===== config.mk =====
export PLATFORM = sky130hd
export DESIGN_NAME = server_group_selector
export DESIGN_NICKNAME = d
export VERILOG_FILES = /design/src/hw/rtl/sgs_pkg.sv /design/src/hw/rtl/sgs_ram.sv /design/src/hw/rtl/server_group_selector.sv
export SDC_FILE = /design/constraint.sdc
export NUM_CORES = 2
export LEC_CHECK = 0
export BUFFER_PORTS_ARGS = -buffer_cell sky130_fd_sc_hd__clkbuf_2
export CAP_MARGIN = 0
export CORE_MARGIN = 10
export CORE_UTILIZATION = 30
export DETAILED_ROUTE_END_ITERATION = 10
export PLACE_DENSITY = 0.55
export SYNTH_ARGS = -nofsm -noshare
export SYNTH_HDL_FRONTEND = slang
export SYNTH_HIERARCHICAL = 1
export SYNTH_SLANG_ARGS = --single-unit

===== constraint.sdc =====
create_clock -name clk -period 11.05 [get_ports clk]
set_clock_uncertainty 0.05 [all_clocks]
set_input_delay 1.105 -clock clk [delete_from_list [all_inputs] [get_ports clk]]
set_output_delay 1.105 -clock clk [all_outputs]
set_load 0.01 [all_outputs]

===== src/hw/rtl/sgs_pkg.sv =====
// ----------------------------------------------------------------------------
// sgs_pkg
// shared types and constants for the server group selector
// ----------------------------------------------------------------------------
package sgs_pkg;
  localparam int GROUPS  = 4;
  localparam int SERVERS = 16;
  localparam int GW = (GROUPS > 1) ? $clog2(GROUPS) : 1;
  localparam int SW = (SERVERS > 1) ? $clog2(SERVERS) : 1;
  localparam int FW = $clog2(SERVERS + 1);
  localparam int AW = $clog2(GROUPS * SERVERS);
  localparam int DEPTH = GROUPS * SERVERS;
  localparam logic [7:0] FAIL_LIMIT = 8'd3;

  typedef enum logic [1:0] {
    OP_SELECT = 2'd0, OP_REPORT = 2'd1, OP_PICK = 2'd2, OP_LOAD = 2'd3
  } op_t;

  typedef enum logic [1:0] {
    MODE_MANUAL = 2'd0, MODE_LEAST = 2'd1, MODE_FIRST = 2'd2, MODE_RR = 2'd3
  } mode_t;

  localparam logic [1:0] ST_OK    = 2'd0;
  localparam logic [1:0] ST_MISS  = 2'd1;
  localparam logic [1:0] ST_FULL  = 2'd2;

  // one table row: id, available, latency, fail count
  localparam int EW = 10 + 1 + 16 + 8;
  typedef struct packed {
    logic [9:0]  id;
    logic        up;
    logic [15:0] lat;
    logic [7:0]  fails;
  } entry_t;
endpackage


===== src/hw/rtl/sgs_ram.sv =====
// ----------------------------------------------------------------------------
// sgs_ram
// generic simple dual port ram (one write port, one read port) with registered read
// ----------------------------------------------------------------------------
module sgs_ram #(
  parameter int WIDTH = 8,
  parameter int DEPTH = 16
) (
  input  logic                     clk,
  input  logic                     we,
  input  logic [$clog2(DEPTH)-1:0] waddr,
  input  logic [WIDTH-1:0]         wdata,
  input  logic [$clog2(DEPTH)-1:0] raddr,
  output logic [WIDTH-1:0]         rdata
);
  logic [WIDTH-1:0] mem [DEPTH];

  always_ff @(posedge clk) begin
    if (we) begin
      mem[waddr] <= wdata;
    end
    rdata <= mem[raddr];
  end
endmodule


===== src/hw/rtl/server_group_selector.sv =====
// ----------------------------------------------------------------------------
// server_group_selector
// health-aware server selection over per-group server tables
// ----------------------------------------------------------------------------
// A request on the in channel (valid/ready) carries an opcode, group, server id,
// report outcome and latency; exactly one response (chosen_id, status) leaves on
// the out channel (out_valid/out_ready). The mode register is written through
// cfg_we/cfg_data; the user must do so only while the block is idle, which the
// block does not enforce. The table lives in one ram with a registered read, so
// each filled entry is scanned via SCAN_WAIT, then SCAN. A miss at accept or a
// full load answers from idle, a load goes through WRITE, a manual select reads
// its entry via RD0 and RD0_WAIT, least latency and first mode selects scan and
// then read the chosen entry, a report or pick scans for the id. Round robin
// adds a restoring remainder on the subtractor and a second scan.
// One request is in flight at a time: ready is high only while idle, and it
// returns the cycle after the response has been taken.
// A stalled receiver holds the response in the output register.
// Reset clears control state, fills, picks, counters and mode register; entry
// contents need no clearing since only loaded entries are ever read.
// ----------------------------------------------------------------------------
module server_group_selector (
  input  logic        clk,
  input  logic        rst,
  input  logic        cfg_we,
  input  logic [7:0]  cfg_data,
  input  logic        valid,
  output logic        ready,
  input  logic [1:0]  opcode,
  input  logic [1:0]  group,
  input  logic [9:0]  server_id,
  input  logic        success,
  input  logic [15:0] latency,
  output logic        out_valid,
  input  logic        out_ready,
  output logic [9:0]  chosen_id,
  output logic [1:0]  status
);
  import sgs_pkg::*;

  typedef enum logic [3:0] {
    IDLE, SCAN, SCAN_WAIT, DIV, SCAN2, SCAN2_WAIT, RD0, RD0_WAIT, WRITE, DONE
  } state_t;

  state_t state;
  logic [7:0] modes;
  logic [FW-1:0] fill [GROUPS];
  logic [SW-1:0] picked [GROUPS];
  logic [31:0] rr [GROUPS];

  op_t op;
  logic [GW-1:0] grp;
  logic [9:0] rid;
  logic rok;
  logic [15:0] rlat;
  mode_t mode;
  logic [FW-1:0] n;
  logic [FW-1:0] idx;
  logic found;
  logic [SW-1:0] best;
  logic [15:0] low_lat;
  logic [FW-1:0] avail;
  logic [31:0] quo, rem;
  logic [5:0] step;
  entry_t hit;

  logic ram_we;
  logic [AW-1:0] waddr, raddr;
  entry_t wentry, rentry;

  sgs_ram #(.WIDTH(EW), .DEPTH(DEPTH)) u_ram (
    .clk(clk), .we(ram_we), .waddr(waddr), .wdata(wentry),
    .raddr(raddr), .rdata(rentry)
  );

  function automatic logic [AW-1:0] addr_of(input logic [GW-1:0] g,
                                             input logic [SW-1:0] i);
    logic [AW:0] a;
    a = (AW+1)'(g) * (AW+1)'(SERVERS) + (AW+1)'(i);
    return a[AW-1:0];
  endfunction

  assign ready = (state == IDLE);
  logic [SW-1:0] idx_lo;
  assign idx_lo = idx[SW-1:0];
  // subtractor for the restoring remainder
  logic [32:0] trial;
  assign trial = {rem[31:0], quo[31]} - {(33-FW)'(0), avail};

  always_comb begin
    raddr = addr_of(grp, idx_lo);
    ram_we = (state == WRITE);
    waddr = addr_of(grp, best);
    wentry = hit;
  end

  always_ff @(posedge clk) begin
    if (rst) begin
      state <= IDLE;
      modes <= '0;
      out_valid <= 1'b0;
      for (int g = 0; g < GROUPS; g++) begin
        fill[g] <= '0;
        picked[g] <= '0;
        rr[g] <= '0;
      end
    end else begin
      if (cfg_we) begin
        modes <= cfg_data;
      end
      case (state)
        IDLE: begin
          if (valid) begin
            op <= op_t'(opcode);
            grp <= GW'(group);
            rid <= server_id;
            rok <= success;
            rlat <= latency;
            mode <= mode_t'(modes[2*GW'(group) +: 2]);
            n <= fill[GW'(group)];
            idx <= '0;
            found <= 1'b0;
            best <= '0;
            low_lat <= '0;
            avail <= '0;
            chosen_id <= '0;
            status <= ST_OK;
            if ({1'b0, group} >= 3'(GROUPS)) begin
              status <= ST_MISS;
              state <= DONE;
              out_valid <= 1'b1;
            end else if (op_t'(opcode) == OP_LOAD) begin
              if (fill[GW'(group)] >= FW'(SERVERS)) begin
                status <= ST_FULL;
                state <= DONE;
                out_valid <= 1'b1;
              end else begin
                best <= SW'(fill[GW'(group)]);
                hit <= '{id: server_id, up: 1'b0, lat: 16'd0, fails: 8'd0};
                fill[GW'(group)] <= fill[GW'(group)] + 1'b1;
                state <= WRITE;
              end
            end else if (fill[GW'(group)] == '0) begin
              status <= ST_MISS;
              state <= DONE;
              out_valid <= 1'b1;
            end else if (op_t'(opcode) == OP_SELECT &&
                         mode_t'(modes[2*GW'(group) +: 2]) == MODE_MANUAL) begin
              idx <= (FW'(picked[GW'(group)]) < fill[GW'(group)])
                     ? FW'(picked[GW'(group)]) : '0;
              state <= RD0;
            end else if (op_t'(opcode) == OP_PICK &&
                         mode_t'(modes[2*GW'(group) +: 2]) != MODE_MANUAL) begin
              status <= ST_MISS;
              state <= DONE;
              out_valid <= 1'b1;
            end else begin
              state <= SCAN_WAIT;
            end
          end
        end
        SCAN_WAIT: state <= SCAN;
        SCAN: begin
          // rentry holds entry idx
          logic stop;
          stop = 1'b0;
          if (op == OP_SELECT) begin
            if (rentry.up) begin
              avail <= avail + 1'b1;
              if (mode == MODE_LEAST && (!found || rentry.lat < low_lat)) begin
                best <= idx_lo;
                low_lat <= rentry.lat;
              end
              if (mode == MODE_FIRST && !found) begin
                best <= idx_lo;
              end
              found <= 1'b1;
            end
          end else if (rentry.id == rid) begin
            stop = 1'b1;
            best <= idx_lo;
            hit <= rentry;
          end
          if (stop) begin
            if (op == OP_PICK) begin
              picked[grp] <= idx_lo;
              state <= DONE;
              out_valid <= 1'b1;
            end else begin
              state <= WRITE;
              if (rok) begin
                hit <= '{id: rentry.id, up: 1'b1, lat: rlat, fails: 8'd0};
              end else begin
                hit.fails <= (rentry.fails != 8'hff) ? rentry.fails + 1'b1
                                                      : rentry.fails;
                if (((rentry.fails != 8'hff) ? rentry.fails + 1'b1
                                             : rentry.fails) >= FAIL_LIMIT) begin
                  hit.up <= 1'b0;
                end
              end
            end
          end else if (idx + 1'b1 >= n) begin
            if (op != OP_SELECT) begin
              status <= ST_MISS;
              state <= DONE;
              out_valid <= 1'b1;
            end else if (mode == MODE_RR) begin
              if (avail + FW'(rentry.up) == '0) begin
                idx <= '0;
                state <= RD0;
              end else begin
                avail <= avail + FW'(rentry.up);
                quo <= rr[grp];
                rem <= '0;
                step <= '0;
                state <= DIV;
              end
            end else begin
              // least latency or first: fall back to entry 0 if none up
              idx <= (found || rentry.up) ? FW'(
                (mode == MODE_FIRST && !found) ? idx_lo :
                (mode == MODE_LEAST && rentry.up && (!found || rentry.lat < low_lat))
                ? idx_lo : best) : '0;
              state <= RD0;
            end
          end else begin
            idx <= idx + 1'b1;
            state <= SCAN_WAIT;
          end
        end
        DIV: begin
          quo <= {quo[30:0], ~trial[32]};
          rem <= trial[32] ? {rem[30:0], quo[31]} : trial[31:0];
          step <= step + 1'b1;
          if (step == 6'd31) begin
            rr[grp] <= rr[grp] + 32'd1;
            idx <= '0;
            state <= SCAN2_WAIT;
          end
        end
        SCAN2_WAIT: state <= SCAN2;
        SCAN2: begin
          // rem is the target index among available entries
          if (rentry.up && rem[FW-1:0] == '0) begin
            chosen_id <= rentry.id;
            state <= DONE;
            out_valid <= 1'b1;
          end else begin
            if (rentry.up) begin
              rem <= rem - 32'd1;
            end
            idx <= idx + 1'b1;
            state <= SCAN2_WAIT;
          end
        end
        RD0: state <= RD0_WAIT;
        RD0_WAIT: begin
          chosen_id <= rentry.id;
          state <= DONE;
          out_valid <= 1'b1;
        end
        WRITE: begin
          state <= DONE;
          out_valid <= 1'b1;
        end
        DONE: begin
          if (out_ready) begin
            out_valid <= 1'b0;
            state <= IDLE;
          end
        end
        default: state <= IDLE;
      endcase
    end
  end
endmodule


==> results.yml <==
critical_path:
  cp_max_fo: 50
  required_ns: 11.79
  end_kind: "flop"
  cp.buffers_inverters: 5
  cp_top_family: "buffers and inverters"
  worstPathArrival_ns: 6.45
  cp-start-kind: "flop"
  crit_chain: "buf_4 > buf_4 > buf_4 > buf_4 > buf_4 > mux4_2 > a22oi_1 > nand4_1 > nand2_1 > a21oi_1"
  cp_slowest_cell: "buf_4"
  max_stage_delay_ns: 0.86
  crit_top_cell: "buf_4"
  critPathKind: "reg2reg"
power:
  p_switching_mw: 8.43
  p_sw_share_pct: 30.3
  intPower_mw: 19.4
  p_comb_share_pct: 23.6
  powerDensity_nw_per_um2: 231
  p_total_mw: 27.8
  p_leak_nw: 37.7
  clockPowerShare_pct: 32.3
  vdd_drop_max_uv: 220
  sequentialPowerShare_pct: 44.2
clocking:
  post_cts_buffers: 0
  clk_latency_ns: 0.91
  clock_path_buffers: 4
  cts_tree: "yes"
  hold_buffers: 0
  cts_max_level: 5
  cts_resized: 0
  root_buffer: "clkbuf_16"
  numClockSinks: 2640
  path_clk_slew_ns: 0.06
  cts_made_buffers: 291
layout:
  final_util_pct: 34.5
  fillCellCount: 32700
  seq_area_um2: 78800
  stdcell_count: 10600
  multi_input_area_um2: 25500
  final_nets: 5825
  finalInstanceArea_um2: 121000
  drive_gt1_share_pct: 22.4
  area_delta_synth_final_pct: 14.4
min_path:
  hp-class: "in2reg"
flow_run:
  cap_viol_max_count: 0
place:
  pre_cts_ws_ns: 5.28
  placed_cell_area_um2: 112000
  portBuffers: 57
  place.gp.congestion: 0.803
  post-place-cells: 10000
  dp_hpwl_um: 167000
route:
  avgRoutedWirePerCell_um: 28.7
  drt_pass1_iterations: 6
  dr.first_iter.drc_count: 6918
  routed_wl_um: 303000
  viasPerCell: 5.34
  ant_nets: 0
  routed-via-count: 56400
  drcViolationCount: 0
global_route:
  met2_usage_pct: 24.9
  overflow: 0
  grt_start_max_net_pins: 121
  grt_usage_pct: 15.6
  grt_pass1_vias: 55800
  top_usage_layer: "met2"
  antenna_found_initial: 12
  met1_usage_pct: 22.1
  grt_use_met3_pct: 3.01
  grt_pass1_wl_um: 427000
floorplanning:
  row_count: 217
  coreArea_um2: 350000
  die_h_um: 613
  die_area_um2: 376000
  start_util_pct: 30.1
  fp.dieW_um: 613
  io_pins: 58
yosys:
  async_flop_share_pct: 0
  synthTopCellsByCount: "edfxtp_1, mux4_2, nor2_1, nand2_1, mux2i_1"
  synth_top_area_share_pct: 73.8
  ys_seq_elements: 2640
  syn-mean-instance-area_um2: 19.1
  synth_most_common_cell: "edfxtp_1"
  synth_top_cell_by_area: "edfxtp_1"
  synth-main-ff-cell: "edfxtp_1"
  ys_types: 94
  syn_area_um2: 105000
  synth_seq_area_share_pct: 74.7
  syn_nets: 5604
  synth-edff-count: 2590
  yosysWarnings: 6
  netlist_top_cells_area: "edfxtp_1, mux4_2, mux2i_1, nor2_1, nand2_1"
  syn-instance-count: 5521
sta:
  rsz0062_at_grt: "false"
  slew_violations: 0
  fin_crit_sh_pct: 51.7
  period_minus_slack_ns: 5.71
  whs_ns: 0.313
  fmax_ghz: 0.175
  hold_viol: 0
  fin_ws_ns: 5.34
  fin_setup_tns_ns: 0
  tightestPinTransition_ns: 1.33
  finalSetupViolCount: 0
  slew_headroom_pct: 11.5
run_status:
  outcome: "completed"
-- worst reg2reg max path: stages (launching register included) --
cell and delay, ns:
edfxtp_1 0.33, buf_4 0.66, buf_4 0.82, buf_4 0.93, buf_4 0.76, buf_4 0.74
mux4_2 0.66, a22oi_1 0.22, nand4_1 0.16, nand2_1 0.20, a21oi_1 0.06
-- registers in the layout (all words and copies together) (netlist names), 6 cells and up, named ones only --
name	count
quo	32
hit	35
low_lat	16
u_ram/mem	2240
chosen_id	10
u_ram/rdata	35
rr	128
modes	8
rid	10
rlat	16
picked	16
rem	32
step	6
fill	20
-- power groups by stage --
stage,Combinational [mW],Clock (mW),Sequential (mW)
6_report,6.56,8.98,12.3
5_1_grt,6.97,9.55,12.3
4_1_cts,6.57,9.14,12.3
3_5_place_dp,6.56,0,12.5
3_3_place_gp,6.50,0,12.5
2_1_floorplan,4.08,0,12.5
-- final timing paths --
check             start              end  slack (ns)  cells after the start
max              idx[0]  u_ram/rdata[21]        5.34                     10
min          latency[5]          rlat[5]        0.31                      1
max reg2reg      idx[0]  u_ram/rdata[21]        5.34                     10
min reg2reg     quo[26]          quo[27]        0.43                      2
-- layout make-up --
| class | count | area share (%) |
|---|---|---|
| Clock buffer | 386 | 6.49 |
| Tap cell | 4599 | 4.77 |
| Sequential cell | 2640 | 65.3 |
| Multi-Input combinational cell | 2517 | 21.2 |
| Antenna cell | 12 | 0.0249 |
| Inverter | 54 | 0.168 |
| Timing Repair Buffer | 238 | 1.42 |
| Clock inverter | 108 | 0.643 |
-- cells in the final DEF, fill, tap and decap left out, types with 40 or more instances in the layout --
cell type / netlist / routed
nor2_1: 348 / 279
clkbuf_16: 0 / 295
o221ai_1: 40 / 40
mux2i_1: 189 / 189
xnor2_1: 58 / 58
xor2_1: 48 / 48
nor3_1: 45 / 42
and2_1: 45 / 45
clkbuf_1: 171 / 81
nand3_1: 100 / 100
dfxtp_1: 50 / 49
a21oi_1: 52 / 50
nand2_1: 286 / 281
a22oi_1: 61 / 61
o22ai_1: 109 / 109
nor2_4: 2 / 68
edfxtp_1: 2590 / 2590
clkbuf_2: 0 / 57
mux4_2: 529 / 529
inv_1: 52 / 52
nand4_1: 82 / 82
mux2_2: 66 / 66
clkinv_1: 1 / 57
a211oi_1: 45 / 44
buf_4: 26 / 176
-- metal layers --
layer  vias to the layer above  routed length (um)
li1                      23000                   -
met1                     30500              128000
met2                      2410              142000
met3                       475               24700
met4                         6                7440
met5                         -                  32
-- logic make-up after synthesis --
kind of cell | share of synthesized area [%]
flip-flops | 74.7
AND/OR/NAND/NOR | 4.94
multiplexers | 13.9
AO/OA/AOI/OAI | 3.46
buffers and inverters | 1.65
XOR/XNOR | 0.881
adder cells (fa/ha/maj) | 0.470
Power figures use the tool's default switching activity.
